### config.mk
export PLATFORM = sky130hd
export DESIGN_NAME = fskvt_cell
export DESIGN_NICKNAME = d
export VERILOG_FILES = /design/src/rtl/fskvt_pkg.sv /design/src/rtl/fskvt_cell.sv
export SDC_FILE = /design/constraint.sdc
export NUM_CORES = 1
export LEC_CHECK = 0
export BUFFER_PORTS_ARGS = -buffer_cell sky130_fd_sc_hd__buf_2
export CAP_MARGIN = 25
export CORE_AREA = 2 2 218 220
export DETAILED_ROUTE_END_ITERATION = 6
export DIE_AREA = 0 0 220 222
export MAX_ROUTING_LAYER = met4
export PLACE_DENSITY = 0.39
export SETUP_SLACK_MARGIN = 0.1
export SKIP_LAST_GASP = 1
export SLEW_MARGIN = 40
export SYNTH_ARGS = -nofsm -noshare
export SYNTH_HDL_FRONTEND = slang
export SYNTH_SLANG_ARGS = --single-unit
### constraint.sdc
create_clock -name clk -period 6.7 [get_ports clk]
set_input_delay 0.335 -clock clk [delete_from_list [all_inputs] [get_ports clk]]
set_output_delay 0.335 -clock clk [all_outputs]
set_load 0.02 [all_outputs]
### src/rtl/fskvt_pkg.sv
// Shared types and constants for the fixed-slot key/value table.
`timescale 1ns / 1ps
`default_nettype none

package fskvt_pkg;

    // Width of the key_length, value_length and read_length fields
    localparam int LEN_W = 4;

    typedef enum logic [2:0] {
        ACT_SET   = 3'd0,
        ACT_GET   = 3'd1,
        ACT_DEL   = 3'd2,
        ACT_MOD   = 3'd3,
        ACT_EXIST = 3'd4
    } action_t;

    typedef enum logic [1:0] {
        ST_OK        = 2'd0,
        ST_NOT_FOUND = 2'd1,
        ST_PRESENT   = 2'd2,
        ST_FULL      = 2'd3
    } status_t;

    typedef enum logic {
        S_IDLE = 1'b0,
        S_RES  = 1'b1
    } state_t;

    // Broadcast control from the sequencer to every cell
    typedef struct packed {
        logic    cmp;
        logic    commit;
        logic    any_hit;
        action_t act;
    } cell_ctl_t;

endpackage

`default_nettype wire

### src/rtl/fskvt_cell.sv
// One table slot: stores an entry, compares it and shifts toward the low end on delete.
`timescale 1ns / 1ps
`default_nettype none

module fskvt_cell
    import fskvt_pkg::*;
#(
    parameter int KEY_W  = 64,
    parameter int VAL_W  = 64,
    parameter int KLEN_W = 4,
    parameter int VLEN_W = 4
) (
    input  wire logic              clk,
    input  wire logic              rst_n,
    input  wire cell_ctl_t         ctl,
    // compare operand, taken with the request beat
    input  wire logic [KEY_W-1:0]  cmp_key,
    input  wire logic [KLEN_W-1:0] cmp_klen,
    // write operand, held for the commit cycle
    input  wire logic [KEY_W-1:0]  wr_key,
    input  wire logic [KLEN_W-1:0] wr_klen,
    input  wire logic [VAL_W-1:0]  wr_val,
    input  wire logic [VLEN_W-1:0] wr_vlen,
    // chain from the lower neighbor
    input  wire logic              prev_used,
    input  wire logic              hit_below_in,
    output logic                   hit_below_out,
    // contents of the upper neighbor, shifted in on delete
    input  wire logic              up_used,
    input  wire logic [KEY_W-1:0]  up_key,
    input  wire logic [KLEN_W-1:0] up_klen,
    input  wire logic [VAL_W-1:0]  up_val,
    input  wire logic [VLEN_W-1:0] up_vlen,
    // own contents, seen by the lower neighbor
    output logic                   used,
    output logic [KEY_W-1:0]       key,
    output logic [KLEN_W-1:0]      klen,
    output logic [VAL_W-1:0]       val,
    output logic [VLEN_W-1:0]      vlen,
    // value gated by the hit flag for the read reduction
    output logic [VAL_W-1:0]       rd_val,
    output logic [VLEN_W-1:0]      rd_vlen
);

    logic              used_reg, used_next;
    logic              hit_reg, hit_next;
    logic [KEY_W-1:0]  key_reg, key_next;
    logic [KLEN_W-1:0] klen_reg, klen_next;
    logic [VAL_W-1:0]  val_reg, val_next;
    logic [VLEN_W-1:0] vlen_reg, vlen_next;

    logic match;
    logic first_free;
    logic shift;

    // Match only a used slot with equal length and bytes
    assign match      = used_reg && (klen_reg == cmp_klen) && (key_reg == cmp_key);
    // Used slots form a solid run from the bottom; the first free one takes a set
    assign first_free = !used_reg && prev_used;
    // Every cell at or above the deleted one takes its upper neighbor
    assign shift      = hit_below_in | hit_reg;

    always_comb
    begin
        hit_next  = ctl.cmp ? match : hit_reg;
        used_next = used_reg;
        key_next  = key_reg;
        klen_next = klen_reg;
        val_next  = val_reg;
        vlen_next = vlen_reg;
        if (ctl.commit)
        begin
            case (ctl.act)
                ACT_SET:
                begin
                    if (!ctl.any_hit && first_free)
                    begin
                        used_next = 1'b1;
                        key_next  = wr_key;
                        klen_next = wr_klen;
                        val_next  = wr_val;
                        vlen_next = wr_vlen;
                    end
                end
                ACT_MOD:
                begin
                    if (hit_reg)
                    begin
                        val_next  = wr_val;
                        vlen_next = wr_vlen;
                    end
                end
                ACT_DEL:
                begin
                    if (shift)
                    begin
                        used_next = up_used;
                        key_next  = up_key;
                        klen_next = up_klen;
                        val_next  = up_val;
                        vlen_next = up_vlen;
                    end
                end
                default:
                begin
                    used_next = used_reg;
                end
            endcase
        end
    end

    // Control flags
    always_ff @(posedge clk or negedge rst_n)
    begin
        if (!rst_n)
        begin
            used_reg <= 1'b0;
            hit_reg  <= 1'b0;
        end
        else
        begin
            used_reg <= used_next;
            hit_reg  <= hit_next;
        end
    end

    // Entry payload
    always_ff @(posedge clk)
    begin
        key_reg  <= key_next;
        klen_reg <= klen_next;
        val_reg  <= val_next;
        vlen_reg <= vlen_next;
    end

    assign hit_below_out = shift;
    assign used          = used_reg;
    assign key           = key_reg;
    assign klen          = klen_reg;
    assign val           = val_reg;
    assign vlen          = vlen_reg;
    assign rd_val        = hit_reg ? val_reg : '0;
    assign rd_vlen       = hit_reg ? vlen_reg : '0;

endmodule

`default_nettype wire

# ---- Yosys cells after proc, flatten, opt, wreduce, memory -nomap -nowiden
# Cells that the tools add are included.
dict set report totals {
  reg_bits 138
  elab_cells 44
}
dict set report classes {
  eq_ne 7
  n_mux 19
  bitwise 1
  reduce_logical 11
}
# cell n
set ops {}
lappend ops {{64-bit 2-to-1 mux} 6}
lappend ops {{64-bit one-hot mux with 3 select lines} 1}
lappend ops {{64-bit one-hot mux with 2 select lines} 1}
lappend ops {{64-bit == test} 1}
lappend ops {{4-bit 2-to-1 mux} 6}
lappend ops {{4-bit one-hot mux with 3 select lines} 1}
lappend ops {{4-bit one-hot mux with 2 select lines} 1}
lappend ops {{3-bit by 2-bit == test with 1-bit output (second input constant)} 2}
lappend ops {{2-bit != test (second input constant)} 3}
lappend ops {{5-bit AND reduction} 1}
lappend ops {{4-bit == test} 1}
lappend ops {{1-bit logical AND} 4}
lappend ops {{4-bit AND reduction} 1}
lappend ops {{3-bit zero test} 1}
lappend ops {{3-bit nonzero test} 1}
lappend ops {{1-bit zero test} 2}
lappend ops {{1-bit 2-to-1 mux} 2}
lappend ops {{1-bit one-hot mux with 2 select lines} 1}
lappend ops {{2-bit nonzero test} 1}
lappend ops {{1-bit OR} 1}

# ---- Longest topological paths before layout
dict set report logic_depth {
  ltp_word 5
  mapped_depth 6
  ltp_nobuf 5
}

# ---- Worst setup path after synthesis
# Ideal clock, no wire load.
dict set report synth_timing {
  path_type {register to register}
  startpoint {register used_reg (netlist: used)}
  endpoint {register val_reg[0] (netlist: val[0]) (enable)}
  arrival_ns 4.434
  t_required_ns 6.192
  path_slack_ns 1.757
  path_stages_with_launch 6
  path_buffers 0
  path_cell_list {dfrtp_1 > nor4_1 > nand2_1 > o21ai_1 > and2_1 > o21bai_1}
}
dict set report synth_via {
  elab_chain_cells 5
}
# element line_no
set synth_lines {}
lappend synth_lines {{start: declaration} fskvt_cell.sv:45} ;# logic used_reg, used_next;
lappend synth_lines {{start signal: assignment} fskvt_cell.sv:122} ;# used_reg <= used_next;
lappend synth_lines {{1-bit zero test} fskvt_cell.sv:59} ;# assign first_free = !used_reg && prev_used;
lappend synth_lines {{1-bit logical AND} fskvt_cell.sv:59}
lappend synth_lines {{1-bit logical AND} fskvt_cell.sv:76} ;# if (!ctl.any_hit && first_free)
lappend synth_lines {{2-bit != test (no line)} n/a}
lappend synth_lines {{5-bit AND reduction (no line)} n/a}
lappend synth_lines {{end signal: assignment} fskvt_cell.sv:132} ;# val_reg <= val_next;
lappend synth_lines {{end: declaration} fskvt_cell.sv:49} ;# logic [VAL_W-1:0] val_reg, val_next;
# Every way passes these cells.
# A chain may end at the register's enable or synchronous reset.

# ---- Final worst setup path
dict set report layout_timing {
  startpoint {register hit_reg}
  endpoint {register val_reg[16] (netlist: val[16]) (enable)}
}
dict set report layout_via {
  elab_chain_cells 3
  elab_cells_between_ends 4
  classes_between {2 x eq/ne; 1 x bitwise; 1 x reduce/logical}
}
# element line_no
set layout_lines {}
lappend layout_lines {{start: declaration} fskvt_cell.sv:46} ;# logic hit_reg, hit_next;
lappend layout_lines {{start signal: assignment} fskvt_cell.sv:123} ;# hit_reg <= hit_next;
lappend layout_lines {{1-bit OR} fskvt_cell.sv:61} ;# assign shift = hit_below_in | hit_reg;
lappend layout_lines {{2-bit != test (no line)} n/a}
lappend layout_lines {{5-bit AND reduction (no line) *} n/a}
# Every way passes the cells marked *; elsewhere a longest branch is shown, timed or not.

==> impl_results.md <==
* Hold Crit Class: input pin to flip-flop
* Die X-Extent at 220 µm
* Inserted Clock Buffers at 17
* Library cells used by synthesis at 33
* Critical path class: flip-flop to flip-flop
* Iter 0 DRT Violations at around 260
* Nets at 1,400
* Chip Height at about 220 µm
* Wire length of the first global-routing pass at 41,600 µm
* Routed wl met3 at 2700 µm
* Share of the synthesized area in the top cell type at 0.573
* Ys flop type: edfxtp_1
* Outcome: finished clean
* Endpoints failing setup at 0
* Storage cell area at around 4100 µm²
* R2r setup slk at 4.13 ns
* Total number of vias at 6,209
* Cell Rows at a little under 80
* Syn Nets at about 840
* IO buf count at 556
* Period utilization at 0.383
* Post-synth top area cell: edfxtp_1
* Post-synthesis sequential area ratio at 0.580
* Top post-synthesis cells by area: edfxtp_1, mux2_1, xnor2_1
* Hold slack final at 0.0793 ns
* Detailed-route DRC error count at 0
* Fraction of registers with async set/reset at 0.0145
* Syn Area/Cell at 14.6 µm²
* Hold buffers post-CTS at 1
* Share of cells above drive strength 1 at 0.598
* Yosys warning total at 0
* Met2 WL post-DR at 16,500 µm
* Area of the multi-input gates at 2840 µm²
* Clk pin slew, worst setup/hold paths at 0.06 ns
* Slew margin rel. at 0.555
* Area Growth Syn to Fin at 58.4%
* Internal power at 1.70 mW
* RePlAce Congestion at 0.820
* CTS HTree Levels at 4
* Clk_skew at ~0.019 ns
* Max-cap violations at 0
* Post-DP HPWL at 25,700 µm
* Crit-path max FO at 68
* # Post-CTS Setup Buffers at 0
* Max VDD drop at ~140 µV
* Syn Std Cell Area at a little over 7000 µm²
* Startpoint Class: flip-flop
* Critical path capture point type: flip-flop
* Worst skew pair latency at 0.47 ns
* Met1 wire length at 11,100 µm
* Ports at 557
* All-layer global routing usage at 0.128
* Highest Signal Layer: met4
* Core Region at 46,300 µm²
* Fin crit period at 2.57 ns
* Switching portion of total power at 0.233
* Starting Density at 0.154
* Combinational power share at 0.123
* Filler instances at 5,023
* Largest net degree at the start of global routing at about 140
* Post-synth EDFFs at 136
* Post-CTS sizing at 0
* TNS Setup at 0 ns
* GRT Residual Overflow at 0
* Data required, critical path at 6.81 ns
* Via density per instance at 3.69
* Detailed-router iteration count before antenna repair at 4
* Root Buffer Master: clkbuf_16
* Die ar. at 48,800 µm²
* ANT nets after route at 0
* Hold Fails Final Rpt at 0
* NetSw at 0.515 mW
* Worst-Margin Slew at 0.667 ns
* Initial antenna violation count at 24
* CTS tree: yes
* FMAX at 0.390 GHz
* Clk buf depth at 2
* Pwr dens at 196 nW/µm²
* Unrepaired setup endpoints after global routing: false
* Post-DR wirelength/cell at 18.3 µm
* Post-synthesis register bit count at around 140
* Vias in the first global route at 6,417
* Clk pwr share at 0.428
* Crit path DAT at 2.67 ns
* Final Max Tran Viols at 0
* Post-Syn Instances at 487
* Total clock sinks at 138
* Flop pwr share at 0.449
* Pleak at 4.90 nW
* DRT Wirelength at 30,800 µm
-- Yosys cell counts, types with 4 or more instances --
cell type and n:
and2_1 69, buf_4 12, clkbuf_1 7, edfxtp_1 136
inv_1 11, mux2_1 99, mux2_2 37, nand2_1 5
nand2b_1 5, nand4_1 13, nor2b_1 4, nor4_1 7
xnor2_1 51, xor2_1 5
-- power by group through the flow --
| stage | combinational [mW] | clock, mW | sequential (mW) |
|---|---|---|---|
| detailed placement | 0.275 | 0 | 1.01 |
| floorplan | 0.0976 | 0 | 1.03 |
| CTS | 0.276 | 0.992 | 0.994 |
| global placement | 0.271 | 0 | 1.01 |
| global route | 0.298 | 1.02 | 0.996 |
| finish | 0.272 | 0.947 | 0.994 |
-- metrics by stage --
stage / cells / utilization / power, mW / instance area, µm² / setup WS, ns
5_1_grt: 1676 / 0.244 / 2.31 / 11300 / 3.89
3_3_place_gp: 1634 / 0.229 / 1.28 / 10600 / 3.41
2_1_floorplan: 487 / - / 1.13 / 7120 / 1.76
4_1_cts: 1668 / 0.243 / 2.26 / 11200 / 4.04
3_5_place_dp: 1635 / 0.230 / 1.29 / 10600 / 3.67
6_report: 1682 / 0.244 / 2.21 / 11300 / 4.13
-- layer usage --
metal,up-vias,GRT usage
li1,2942,-
met4,0,0.0424
met1,2851,0.123
met5,-,-
met2,375,0.233
met3,41,0.0475
-- logic make-up after synthesis --
group	count (synthesis)	share of synthesized area
xor gates and xnor gates	56	0.0689
AOI/OAI and AO/OA	15	0.0163
and+or+nand+nor	109	0.0950
buffers and inverters	33	0.0242
DFF	138	0.580
muxes	136	0.215
-- placed cells by master (no fill, tap or decap), drive strengths merged --
master	instances
edfxtp	136
or2	1
mux2	136
buf	564
inv	11
a21oi	2
dlygate4sd3	1
nor3b	1
clkinv	5
nand3b	1
dfrtp	2
o221ai	3
nor2b	4
diode	13
nor3	1
nand2b	5
clkinvlp	1
a22oi	2
o2bb2ai	1
nand4	13
and4	1
xnor2	51
o21ai	2
xor2	5
o21bai	1
a2111o	1
nor4	7
o22ai	2
o2111ai	1
nand3	1
bufinv	2
nand2	5
clkbuf	24
and2	69
-- worst paths after layout --
check | endpoint | startpoint | cells past startpoint
setup / recovery | val[16] | hit_reg | 7
hold / removal | hit_reg | ctl[5] | 2
setup reg to reg | val[16] | hit_reg | 7
hold reg to reg | hit_reg | hit_reg | 2
max in group asynchronous | hit_reg | rst_n | 2
min in group asynchronous | hit_reg | rst_n | 2
-- cell type report --
type                            instances  area share
Multi-Input combinational cell        316       0.251
Timing Repair Buffer                  565       0.257
Clock buffer                           24      0.0427
Antenna cell                           13     0.00288
Tap cell                              607      0.0673
Clock inverter                          8     0.00821
Sequential cell                       138       0.367
Inverter                               11     0.00366
-- critical path: stages (launching register included) --
cell,delay [ns]
dfrtp_2,0.41
buf_4,0.42
or2_2,0.23
nand2_1,0.05
o21ai_1,0.09
and2_4,0.25
o21bai_4,0.15
buf_6,0.53
(Power assumes the default switching activity.)
